File: src/hw/rtl/cp1251_to_utf8_transcoder_macros.svh
// Assertion helpers for the transcoder
`ifndef CP1251_TO_UTF8_TRANSCODER_MACROS_SVH
`define CP1251_TO_UTF8_TRANSCODER_MACROS_SVH

// same-cycle implication, quiet during reset
`define C2U_ASSERT_NOW(label, clk, rst_n, ante, cons, msg) \
    label: assert property (@(posedge clk) disable iff (!rst_n) (ante) |-> (cons)) \
        else $error(msg);

// next-cycle implication, quiet during reset
`define C2U_ASSERT_NEXT(label, clk, rst_n, ante, cons, msg) \
    label: assert property (@(posedge clk) disable iff (!rst_n) (ante) |=> (cons)) \
        else $error(msg);

`endif

File: src/hw/rtl/c2u_pkg.sv
package c2u_pkg;

    localparam logic [7:0]  UNDEF_BYTE   = 8'h98;
    localparam logic [15:0] TWO_BYTE_MAX = 16'h07FF;
    localparam logic [7:0]  LEAD_TWO     = 8'hC0;
    localparam logic [7:0]  LEAD_THREE   = 8'hE0;
    localparam logic [7:0]  CONT_MARK    = 8'h80;
    localparam logic [6:0]  REPL_RESET   = 7'd63;

    // index of the final byte of a sequence
    localparam logic [1:0]  LAST_IDX_ONE   = 2'd0;
    localparam logic [1:0]  LAST_IDX_TWO   = 2'd1;
    localparam logic [1:0]  LAST_IDX_THREE = 2'd2;

    typedef struct packed {
        logic [7:0] byte0;
        logic [7:0] byte1;
        logic [7:0] byte2;
        logic [1:0] last_idx;
    } enc_t;

    // code points for bytes 0x80..0xFF
    localparam logic [15:0] UPPER_MAP [128] = '{
        16'h0402, 16'h0403, 16'h201A, 16'h0453, 16'h201E, 16'h2026, 16'h2020, 16'h2021,
        16'h20AC, 16'h2030, 16'h0409, 16'h2039, 16'h040A, 16'h040C, 16'h040B, 16'h040F,
        16'h0452, 16'h2018, 16'h2019, 16'h201C, 16'h201D, 16'h2022, 16'h2013, 16'h2014,
        16'h0000, 16'h2122, 16'h0459, 16'h203A, 16'h045A, 16'h045C, 16'h045B, 16'h045F,
        16'h00A0, 16'h040E, 16'h045E, 16'h0408, 16'h00A4, 16'h0490, 16'h00A6, 16'h00A7,
        16'h0401, 16'h00A9, 16'h0404, 16'h00AB, 16'h00AC, 16'h00AD, 16'h00AE, 16'h0407,
        16'h00B0, 16'h00B1, 16'h0406, 16'h0456, 16'h0491, 16'h00B5, 16'h00B6, 16'h00B7,
        16'h0451, 16'h2116, 16'h0454, 16'h00BB, 16'h0458, 16'h0405, 16'h0455, 16'h0457,
        16'h0410, 16'h0411, 16'h0412, 16'h0413, 16'h0414, 16'h0415, 16'h0416, 16'h0417,
        16'h0418, 16'h0419, 16'h041A, 16'h041B, 16'h041C, 16'h041D, 16'h041E, 16'h041F,
        16'h0420, 16'h0421, 16'h0422, 16'h0423, 16'h0424, 16'h0425, 16'h0426, 16'h0427,
        16'h0428, 16'h0429, 16'h042A, 16'h042B, 16'h042C, 16'h042D, 16'h042E, 16'h042F,
        16'h0430, 16'h0431, 16'h0432, 16'h0433, 16'h0434, 16'h0435, 16'h0436, 16'h0437,
        16'h0438, 16'h0439, 16'h043A, 16'h043B, 16'h043C, 16'h043D, 16'h043E, 16'h043F,
        16'h0440, 16'h0441, 16'h0442, 16'h0443, 16'h0444, 16'h0445, 16'h0446, 16'h0447,
        16'h0448, 16'h0449, 16'h044A, 16'h044B, 16'h044C, 16'h044D, 16'h044E, 16'h044F
    };

endpackage

File: src/hw/rtl/c2u_ifs.sv
interface c2u_byte_if;
    logic       valid;
    logic       ready;
    logic [7:0] source_byte;

    modport source (output valid, output source_byte, input ready);
    modport sink   (input valid, input source_byte, output ready);
endinterface

interface c2u_utf8_if;
    logic       valid;
    logic       ready;
    logic [7:0] utf8_byte;
    logic       last_of_char;

    modport source (output valid, output utf8_byte, output last_of_char, input ready);
    modport sink   (input valid, input utf8_byte, input last_of_char, output ready);
endinterface

File: src/hw/rtl/cp1251_to_utf8_transcoder.sv
// channel     dir  fields                          notes
// cp_chan     in   source_byte[7:0]                one cp1251 byte per beat
// utf8_chan   out  utf8_byte[7:0], last_of_char    1-3 beats per input byte
// cfg         in   cfg_wr_en, cfg_wr_data[6:0]     replacement for byte 0x98
//
// Each byte goes through the input register, then the result register, to output.
// One output beat per cycle while the output is ready: ASCII and 0x98 give
// 1 beat, Cyrillic 2, the 0x2xxx punctuation 3; the single-byte output port
// sets the rate. Input is taken when the input register is empty or unloads.
// Reset empties both stages and sets the replacement character to 0x3F.
// Output stalls back up through the result register to the input register.
module cp1251_to_utf8_transcoder (
    input  logic        clk,
    input  logic        rst_n,
    input  logic        cfg_wr_en,
    input  logic [6:0]  cfg_wr_data,
    c2u_byte_if.sink    cp_chan,
    c2u_utf8_if.source  utf8_chan
);

    logic [6:0]     repl_reg;
    logic           enc_valid;
    logic           enc_ready;
    c2u_pkg::enc_t  enc;

    always_ff @(posedge clk or negedge rst_n)
    begin
        if (!rst_n)
        begin
            repl_reg <= c2u_pkg::REPL_RESET;
        end
        else if (cfg_wr_en)
        begin
            repl_reg <= cfg_wr_data;
        end
    end

    c2u_front u_front (
        .clk       (clk),
        .rst_n     (rst_n),
        .repl_char (repl_reg),
        .cp_chan   (cp_chan),
        .enc_valid (enc_valid),
        .enc_ready (enc_ready),
        .enc       (enc)
    );

    c2u_back u_back (
        .clk       (clk),
        .rst_n     (rst_n),
        .enc_valid (enc_valid),
        .enc_ready (enc_ready),
        .enc       (enc),
        .utf8_chan (utf8_chan)
    );

endmodule

File: src/hw/rtl/c2u_front.sv
module c2u_front (
    input  logic              clk,
    input  logic              rst_n,
    input  logic [6:0]        repl_char,
    c2u_byte_if.sink          cp_chan,
    output logic              enc_valid,
    input  logic              enc_ready,
    output c2u_pkg::enc_t     enc
);

    logic        valid_reg;
    logic        valid_next;
    logic [7:0]  byte_reg;
    logic        take;
    logic [15:0] cp;

    assign cp_chan.ready = !valid_reg || enc_ready;
    assign take          = cp_chan.valid && cp_chan.ready;
    assign enc_valid     = valid_reg;

    always_comb
    begin
        valid_next = valid_reg;
        if (take)
        begin
            valid_next = 1'b1;
        end
        else if (enc_ready)
        begin
            valid_next = 1'b0;
        end
    end

    always_ff @(posedge clk or negedge rst_n)
    begin
        if (!rst_n)
        begin
            valid_reg <= 1'b0;
        end
        else
        begin
            valid_reg <= valid_next;
        end
    end

    always_ff @(posedge clk)
    begin
        if (take)
        begin
            byte_reg <= cp_chan.source_byte;
        end
    end

    assign cp = c2u_pkg::UPPER_MAP[byte_reg[6:0]];

    always_comb
    begin
        enc = '0;
        if (!byte_reg[7])
        begin
            enc.byte0    = byte_reg;
            enc.last_idx = c2u_pkg::LAST_IDX_ONE;
        end
        else if (byte_reg == c2u_pkg::UNDEF_BYTE)
        begin
            enc.byte0    = {1'b0, repl_char};
            enc.last_idx = c2u_pkg::LAST_IDX_ONE;
        end
        else if (cp <= c2u_pkg::TWO_BYTE_MAX)
        begin
            enc.byte0    = c2u_pkg::LEAD_TWO | {3'b000, cp[10:6]};
            enc.byte1    = c2u_pkg::CONT_MARK | {2'b00, cp[5:0]};
            enc.last_idx = c2u_pkg::LAST_IDX_TWO;
        end
        else
        begin
            enc.byte0    = c2u_pkg::LEAD_THREE | {4'b0000, cp[15:12]};
            enc.byte1    = c2u_pkg::CONT_MARK | {2'b00, cp[11:6]};
            enc.byte2    = c2u_pkg::CONT_MARK | {2'b00, cp[5:0]};
            enc.last_idx = c2u_pkg::LAST_IDX_THREE;
        end
    end

endmodule

File: src/hw/rtl/c2u_back.sv
`include "cp1251_to_utf8_transcoder_macros.svh"

module c2u_back (
    input  logic              clk,
    input  logic              rst_n,
    input  logic              enc_valid,
    output logic              enc_ready,
    input  c2u_pkg::enc_t     enc,
    c2u_utf8_if.source        utf8_chan
);

    logic           valid_reg;
    logic           valid_next;
    logic [1:0]     idx_reg;
    logic [1:0]     idx_next;
    c2u_pkg::enc_t  data_reg;
    logic           is_last;
    logic           beat;
    logic           load;

    assign is_last   = idx_reg == data_reg.last_idx;
    assign beat      = utf8_chan.valid && utf8_chan.ready;
    assign enc_ready = !valid_reg || (utf8_chan.ready && is_last);
    assign load      = enc_valid && enc_ready;

    always_comb
    begin
        valid_next = valid_reg;
        idx_next   = idx_reg;
        if (load)
        begin
            valid_next = 1'b1;
            idx_next   = 2'd0;
        end
        else if (beat)
        begin
            if (is_last)
            begin
                valid_next = 1'b0;
            end
            else
            begin
                idx_next = idx_reg + 2'd1;
            end
        end
    end

    always_ff @(posedge clk or negedge rst_n)
    begin
        if (!rst_n)
        begin
            valid_reg <= 1'b0;
            idx_reg   <= 2'd0;
        end
        else
        begin
            valid_reg <= valid_next;
            idx_reg   <= idx_next;
        end
    end

    always_ff @(posedge clk)
    begin
        if (load)
        begin
            data_reg <= enc;
        end
    end

    assign utf8_chan.valid        = valid_reg;
    assign utf8_chan.last_of_char = is_last;

    always_comb
    begin
        case (idx_reg)
            2'd0:    utf8_chan.utf8_byte = data_reg.byte0;
            2'd1:    utf8_chan.utf8_byte = data_reg.byte1;
            2'd2:    utf8_chan.utf8_byte = data_reg.byte2;
            default: utf8_chan.utf8_byte = data_reg.byte0;
        endcase
    end

    `C2U_ASSERT_NOW(a_idx_in_range, clk, rst_n, valid_reg, idx_reg <= data_reg.last_idx, "byte index past end of sequence")
    `C2U_ASSERT_NEXT(a_idx_advance, clk, rst_n, beat && !is_last, valid_reg && (idx_reg == $past(idx_reg) + 2'd1), "sequence did not advance after a beat")
    `C2U_ASSERT_NOW(a_three_lead, clk, rst_n, valid_reg && data_reg.last_idx == c2u_pkg::LAST_IDX_THREE, data_reg.byte0[7:4] == 4'hE, "three-byte sequence without its lead byte")
    `C2U_ASSERT_NOW(a_load_free, clk, rst_n, load && valid_reg, beat && is_last, "new sequence loaded over an unfinished one")

endmodule

File: src/flat_wrapper.sv
// flat-port wrapper written by rule: the top's interface ports become plain ports
module cp1251_to_utf8_transcoder_flat 
  (clk, rst_n, cfg_wr_en, cfg_wr_data, cp_chan_valid, cp_chan_source_byte, cp_chan_ready, utf8_chan_valid, utf8_chan_utf8_byte, utf8_chan_last_of_char, utf8_chan_ready);
  c2u_byte_if cp_chan_i ();
  c2u_utf8_if utf8_chan_i ();
  input  logic clk;
  input  logic rst_n;
  input  logic cfg_wr_en;
  input  logic [6:0] cfg_wr_data;
  input wire logic [$bits(cp_chan_i.valid)-1:0] cp_chan_valid;
  input wire logic [$bits(cp_chan_i.source_byte)-1:0] cp_chan_source_byte;
  output wire logic [$bits(cp_chan_i.ready)-1:0] cp_chan_ready;
  output wire logic [$bits(utf8_chan_i.valid)-1:0] utf8_chan_valid;
  output wire logic [$bits(utf8_chan_i.utf8_byte)-1:0] utf8_chan_utf8_byte;
  output wire logic [$bits(utf8_chan_i.last_of_char)-1:0] utf8_chan_last_of_char;
  input wire logic [$bits(utf8_chan_i.ready)-1:0] utf8_chan_ready;
  assign cp_chan_i.valid = cp_chan_valid;
  assign cp_chan_i.source_byte = cp_chan_source_byte;
  assign cp_chan_ready = cp_chan_i.ready;
  assign utf8_chan_valid = utf8_chan_i.valid;
  assign utf8_chan_utf8_byte = utf8_chan_i.utf8_byte;
  assign utf8_chan_last_of_char = utf8_chan_i.last_of_char;
  assign utf8_chan_i.ready = utf8_chan_ready;
  cp1251_to_utf8_transcoder u_core (.clk(clk), .rst_n(rst_n), .cfg_wr_en(cfg_wr_en), .cfg_wr_data(cfg_wr_data), .cp_chan(cp_chan_i), .utf8_chan(utf8_chan_i));
endmodule
File: config.mk
export PLATFORM = sky130hd
export DESIGN_NAME = cp1251_to_utf8_transcoder_flat
export DESIGN_NICKNAME = d
export VERILOG_FILES = /design/src/hw/rtl/c2u_pkg.sv /design/src/hw/rtl/c2u_ifs.sv /design/src/hw/rtl/cp1251_to_utf8_transcoder.sv /design/src/hw/rtl/c2u_front.sv /design/src/hw/rtl/c2u_back.sv /design/src/flat_wrapper.sv
export VERILOG_INCLUDE_DIRS = /design/src /design/src/hw/rtl
export SDC_FILE = /design/constraint.sdc
export NUM_CORES = 1
export LEC_CHECK = 0
export ABC_AREA = 1
export BUFFER_PORTS_ARGS = -buffer_cell sky130_fd_sc_hd__buf_2
export CAP_MARGIN = 20
export CORE_ASPECT_RATIO = 1.25
export CORE_MARGIN = 5
export CORE_UTILIZATION = 40
export CTS_CLUSTER_DIAMETER = 60
export DETAILED_ROUTE_END_ITERATION = 10
export PLACE_DENSITY = 0.64
export SYNTH_ARGS = -nofsm -noshare
export SYNTH_HDL_FRONTEND = slang
export SYNTH_SLANG_ARGS = --single-unit
File: constraint.sdc
create_clock -name clk -period 6.2 [get_ports clk]
set_input_delay 1.24 -clock clk [delete_from_list [all_inputs] [get_ports clk]]
set_output_delay 1.24 -clock clk [all_outputs]
set_load 0.01 [all_outputs]
==> results of run 1 <==
-- metrics by stage --
step | instances | hold WS, ns | worst slack [ns] | area (µm²)
after detailed placement | 478 | 0.487 | 3.12 | 3050
after floorplan | 371 | 0.459 | 3.38 | 2900
after global placement | 478 | 0.473 | 3.13 | 3050
after CTS | 486 | 0.499 | 3.04 | 3150
final | 486 | 0.494 | 3.07 | 3150
after global routing | 486 | 0.529 | 2.78 | 3150
-- cells by family (layout without fill, tap and decap cells) --
logic type               after synthesis  count (layout)  share of synthesized area (%)
AO/OA/AOI/OAI                         46              46                           9.36
XOR/XNOR                               2               2                          0.604
adder cells (fa/ha/maj)               11              11                           4.74
buffers and inverters                 46              71                           8.50
flip-flops                            41              41                           40.8
multiplexers                           5               5                           1.94
AND/OR/NAND/NOR                      220             220                           34.1
-- worst reg2reg max path, cell delays in order (launching register included) --
cell	delay (ns)
edfxtp_1	0.92
inv_1	0.52
a21oi_2	0.35
nand2_1	0.08
nand2_1	0.06
nand2_1	0.04
nand2_1	0.11
nand2_1	0.07
a21oi_1	0.17
-- report_power, final --
| part | switching [mW] | internal, mW |
|---|---|---|
| logic | 0.379 | 0.200 |
| registers | 0.0651 | 0.386 |
| clock network | 0.0870 | 0.0901 |
| total | 0.531 | 0.676 |
-- cell type report --
| cell class | instances | share of cell area (%) |
|---|---|---|
| repair buffers | 32 | 5.24 |
| inverters | 31 | 3.85 |
| multi-input cells | 284 | 46.7 |
| flip-flops and latches | 41 | 37.6 |
| clock buffers | 6 | 2.62 |
| clock inverters | 2 | 0.437 |
| well taps | 90 | 3.57 |
-- Yosys cell counts --
master and number:
nand3_2 3, ha_1 11, edfxtp_1 30, inv_2 5, a22oi_1 2, nor2_8 1
o21ai_1 4, a21oi_4 1, a21oi_2 4, nand2_4 2, buf_2 4, inv_1 24
inv_4 2, a21oi_1 14, clkbuf_1 3, o211ai_1 2, nor3_1 1, nand2_1 125
nor2_2 2, nand2_2 4, nor2_1 30, o22ai_1 2, buf_8 1, nand3b_1 1
a211oi_1 1, nor2_4 4, dfstp_2 6, o21ai_0 16, dfrtp_1 5, nand3_1 44
nand4_1 3, xnor2_1 2, mux2_2 5, buf_6 7
-- metal layers --
metal  vias to the layer above  share of wire (%)  track usage, %
met4                         0                1.9            4.34
met2                        90                 51            26.3
li1                       1274                  -               -
met5                         -                  0               0
met1                      1108                 41            19.7
met3                        16                5.9            3.12
-- final timing paths --
kind,start,end,slack [ns],depth (start not counted)
max,u_core.u_back.idx_reg[0],utf8_chan_utf8_byte[1],3.07,6
max reg2reg,u_core.u_front.byte_reg[4],u_core.u_back.data_reg[18],3.71,8
min reg2reg,u_core.repl_reg[3],u_core.repl_reg[3],0.49,2
min,u_core.repl_reg[3],u_core.repl_reg[3],0.49,2
max in group asynchronous,rst_n,u_core.repl_reg[4],5.12,1
min in group asynchronous,rst_n,u_core.u_back.utf8_chan.valid,0.80,1
==> reports/qor.yml, run 1 <==
antennaDiodeCount: 0
htree_num_levels: 2
cp_slowest_cell: "ha_1"
postCtsSetupRepairBufs: 0
grt_pass1_vias: 2428
initial_utilization_pct: 41.3
cp_cell_sequence: "inv_1, ha_1, nor2_1, nand2_1, nand3_1, buf_2"
fmax_mhz: 320
synth.distinct_cells: 34
antenna_found_initial: 0
via_count: 2488
overflow: 0
slew_viol_final: 0
final_cell_mix: "nand2_1, nand3_1, nor2_1, buf_2, edfxtp_1"
clockBufferDepth: 2
min_period_ns: 3.13
wirelength_um: 6820
cts_tree: "yes"
ant_nets: 0
rows: 34
drt_iter0_drc: 185
p_total_mw: 1.21
cpLargestDelayFamily: "simple AND/OR/NAND/NOR gates"
ys_seq_area_share_pct: 40.8
cts_inserted_buffers: 5
drcViolationCount: 0
syn_to_final_growth_pct: 8.58
die_w_um: 86.2
clk_pin_slew_ns: 0.08
grt_max_degree: 26
yosys.area.top_type: "edfxtp_1"
cp_max_fo: 11
worstPathArrival_ns: 1.89
largest_reg_flops: 22
port_buffers: 30
yosys-top-cells-area: "edfxtp_1, nand2_1, nand3_1, dfstp_2, ha_1"
viasPerCell: 5.12
max_slew_margin_pct: 42.0
min_path_type: "register to register"
core_mm2: 0.00702
num_io_pins: 31
setup_viol: 0
post_cts_resized: 0
clock_sinks: 41
final_net_count: 426
p_leak_nw: 1.43
crit_type: "register to output port"
tns_ns: 0
n_fill_cell: 734
fp.dieH_um: 105
first_pass_iters: 4
clock_skew_ns: 0.0168
fin_util_pct: 44.9
clkLatencyLatePin_ns: 0.29
synth_top_area_share_pct: 31.0
cts-root-buf: "clkbuf_8"
postSynthCellCount: 371
rsz0062_at_grt: "no"
grtUsageTotal_pct: 15.4
max_cap_violations: 0
layout_commonest_cell: "nand2_1"
design.die.area_mm2: 0.00907
ys_ff_latch: 41
outcome: "finished clean"
endpoint_kind: "output port"
regArea_mm2: 0.00118
critical_path.max_stage_delay_ns: 0.42
cts_hold_buf: 0
critPathRequiredTime_ns: 4.96
ir_worst_vdd_mv: 0.189
timing_hold_violations_final: 0
cp_num_buf_inv: 2
final_layout_size_suffix_gt1_share_pct: 19.9
syn_nets: 402
avgSynthCellArea_um2: 7.82
netlist_area_mm2: 0.00290
grt_pass1_wl_um: 11300
place_hpwl_um: 5250
gp_congestion: 0.953
timing.final.crit_share_pct: 50.4
yosys_warnings: 0
worst_pin_slew_ns: 0.870
p_per_area_mw_per_mm2: 383
multi_input_area_mm2: 0.00147
start_kind: "register"
wl_per_cell_um: 14.0
(Power assumes the default switching activity.)
==> inputs of run 2 (changes only) <==
--- a/config.mk
+++ b/config.mk
@@ -6,7 +6,7 @@
 export SDC_FILE = /design/constraint.sdc
 export NUM_CORES = 1
 export LEC_CHECK = 0
-export ABC_AREA = 1
+export ABC_AREA = 0
 export BUFFER_PORTS_ARGS = -buffer_cell sky130_fd_sc_hd__buf_2
 export CAP_MARGIN = 20
 export CORE_ASPECT_RATIO = 1.25
==> constraint.sdc (replaced) <==
create_clock -name clk -period 3.19 [get_ports clk]
set_input_delay 0.638 -clock clk [delete_from_list [all_inputs] [get_ports clk]]
set_output_delay 0.638 -clock clk [all_outputs]
set_load 0.01 [all_outputs]
==> run 2 against run 1 <==
Compared with the run above:
- combinational power is 100% higher
- largest power group unchanged
- cell area down 1.3%
- routed wire length grew 4.0%
- sequential power increased by 95%
- critical path depth rose by 1
- clock power grew 84%
- first-iteration DRC count fell by 24%
- critical path type is now register to register
- utilization is 0.23 points higher
- area after synthesis decreased by 3.2%
==> reports/qor.yml, run 2 <==
async_flop_share_pct: 26.8
first_pass_iters: 5
timing_hold_violations_final: 0
hold_ws_ns: 0.199
tns_ns: 0
setup_viol: 0
critical_path.max_stage_delay_ns: 0.58
grt_pass1_wl_um: 11600
place_hpwl_um: 5240
timing.final.crit_share_pct: 82.3
synth_top_area_share_pct: 32.1
fmax_mhz: 381
cts_inserted_buffers: 5
netlist_area_mm2: 0.00281
final_net_count: 345
ir_worst_vdd_mv: 0.360
num_io_pins: 31
cts_hold_buf: 0
gp_congestion: 1.01
outcome: "finished clean"
min_period_ns: 2.63
clockBufferDepth: 2
cp_max_fo: 13
largest_reg_flops: 22
clock_sinks: 41
rows: 34
port_buffers: 30
cts-root-buf: "clkbuf_8"
die_w_um: 84.9
avgSynthCellArea_um2: 9.72
p_per_area_mw_per_mm2: 760
synth-edff-count: 30
drt_iter0_drc: 141
wl_per_cell_um: 17.5
antenna_found_initial: 0
final_cell_mix: "buf_2, edfxtp_1, nand2_1, nor2_1, o21ai_0"
worst_pin_slew_ns: 0.903
endpoint_kind: "register"
ys_seq_area_share_pct: 42.2
ys_ff_latch: 41
cp_cell_sequence: "inv_1, ha_1, inv_1, mux4_2, and2_4, o311ai_2, a32o_1"
synth_common_cells: "edfxtp_1, nand2_1, nor2_1"
overflow: 0
synth.distinct_cells: 69
syn_nets: 320
cp_slowest_cell: "edfxtp_1"
clk_pin_slew_ns: 0.07
wirelength_um: 7100
yosys.area.top_type: "edfxtp_1"
critPathRequiredTime_ns: 3.35
slew_viol_final: 0
final_layout_size_suffix_gt1_share_pct: 22.9
yosys_warnings: 0
grt_max_degree: 35
post_cts_resized: 0
worstPathArrival_ns: 2.79
ant_nets: 0
antennaDiodeCount: 0
max_cap_violations: 0
drcViolationCount: 0
grt_pass1_vias: 2286
grtUsageTotal_pct: 16.2
postCtsSetupRepairBufs: 0
postSynthCellCount: 289
clkLatencyLatePin_ns: 0.29
initial_utilization_pct: 40.7
core_mm2: 0.00689
htree_num_levels: 2
cts_tree: "yes"
viasPerCell: 5.77
min_path_type: "primary input to asynchronous set/reset pin"
crit_top_cell: "inv_1"
ys.flop_type: "edfxtp_1"
clock_skew_ns: 0.00239
reg2reg_slack_ns: 0.56
fp.dieH_um: 104
via_count: 2335
p_leak_nw: 1.20
design.die.area_mm2: 0.00881
rsz0062_at_grt: "no"
start_kind: "register"
crit_type: "register to register"
cp_num_buf_inv: 2
yosys-top-cells-area: "edfxtp_1, dfstp_2, ha_1, dfrtp_1, o21ai_0"
syn_to_final_growth_pct: 10.7
max_slew_margin_pct: 39.8
synth_most_common_cell: "edfxtp_1"
cpLargestDelayFamily: "flip-flops"
-- run 2: cell count changes after synthesis, sizes merged, moves of 5 or more --
cell    delta
nand2    -108
a211oi     +5
and2       +5
mux2i      +8
inv       -13
clkbuf     +6
nand3     -41
nor3       +5
nand2b     +7
a22oi      +8
a21oi      -7
nor2b      +7
nor2      -16
-- run 2: path summary, 6_finish.rpt --
kind | startpoint | end | cells after the start
setup / recovery | u_core.u_front.byte_reg[1] | u_core.u_back.data_reg[10] | 7
hold / removal | rst_n | u_core.u_back.idx_reg[1] | 1
setup reg to reg | u_core.u_front.byte_reg[1] | u_core.u_back.data_reg[10] | 7
hold reg to reg | u_core.u_front.enc_valid | u_core.u_back.utf8_chan.valid | 1
max in group asynchronous | rst_n | u_core.repl_reg[3] | 1
min in group clk | cp_chan_source_byte[1] | u_core.u_front.byte_reg[1] | 1
-- run 2: metal layers --
layer	global-route usage [%]	vias to the layer above	share of wire, %
li1	-	1136	-
met1	20.8	1091	42
met2	26.7	90	49
met3	2.62	18	5.8
met4	6.90	0	3.1
met5	0	-	0
-- run 2: kinds of logic (layout without fill, tap and decap cells) --
logic type      Yosys count  count (layout)  share of synthesized area, %
buf+inv                  40              66                          6.68
simple gates             88              88                          15.7
xor+xnor                  2               2                         0.624
mux                      17              17                          6.86
flops                    41              41                          42.2
fa+ha+maj                11              11                          4.90
compound gates           90              90                          23.0
-- run 2: worst register-to-register path: stages, from the launching register on --
cell and delay, ns:
edfxtp_1 0.58, inv_1 0.22, ha_1 0.36, inv_1 0.13
mux4_2 0.51, and2_4 0.18, o311ai_2 0.30, a32o_1 0.22
-- run 2: report_power, final --
group          total, mW  switching [mW]  internal, mW
registers          0.878           0.111         0.767
clock network      0.326           0.172         0.154
logic               1.16           0.703         0.457
total               2.36           0.986          1.38
-- run 2: layout make-up --
class / count / area [µm²]
inverter: 18 / 70.1
sequential: 41 / 1180
clock inverter: 1 / 5.00
tap: 90 / 113
multi-input combinational: 208 / 1440
clock buffer: 7 / 76.3
fill: 711 / 3780
timing repair buffer: 40 / 225
-- run 2: per-stage QoR --
step                cell area (µm²)  cells  worst slack (ns)  util (%)  power [mW]
floorplan                      2810    289             0.890         -        1.69
global route                   3110    405             0.424      45.1        2.54
CTS                            3110    405             0.594      45.1        2.37
finish                         3110    405             0.564      45.1        2.36
global placement               3030    397             0.647      43.9        2.03
detailed placement             3030    397             0.619      43.9        2.04
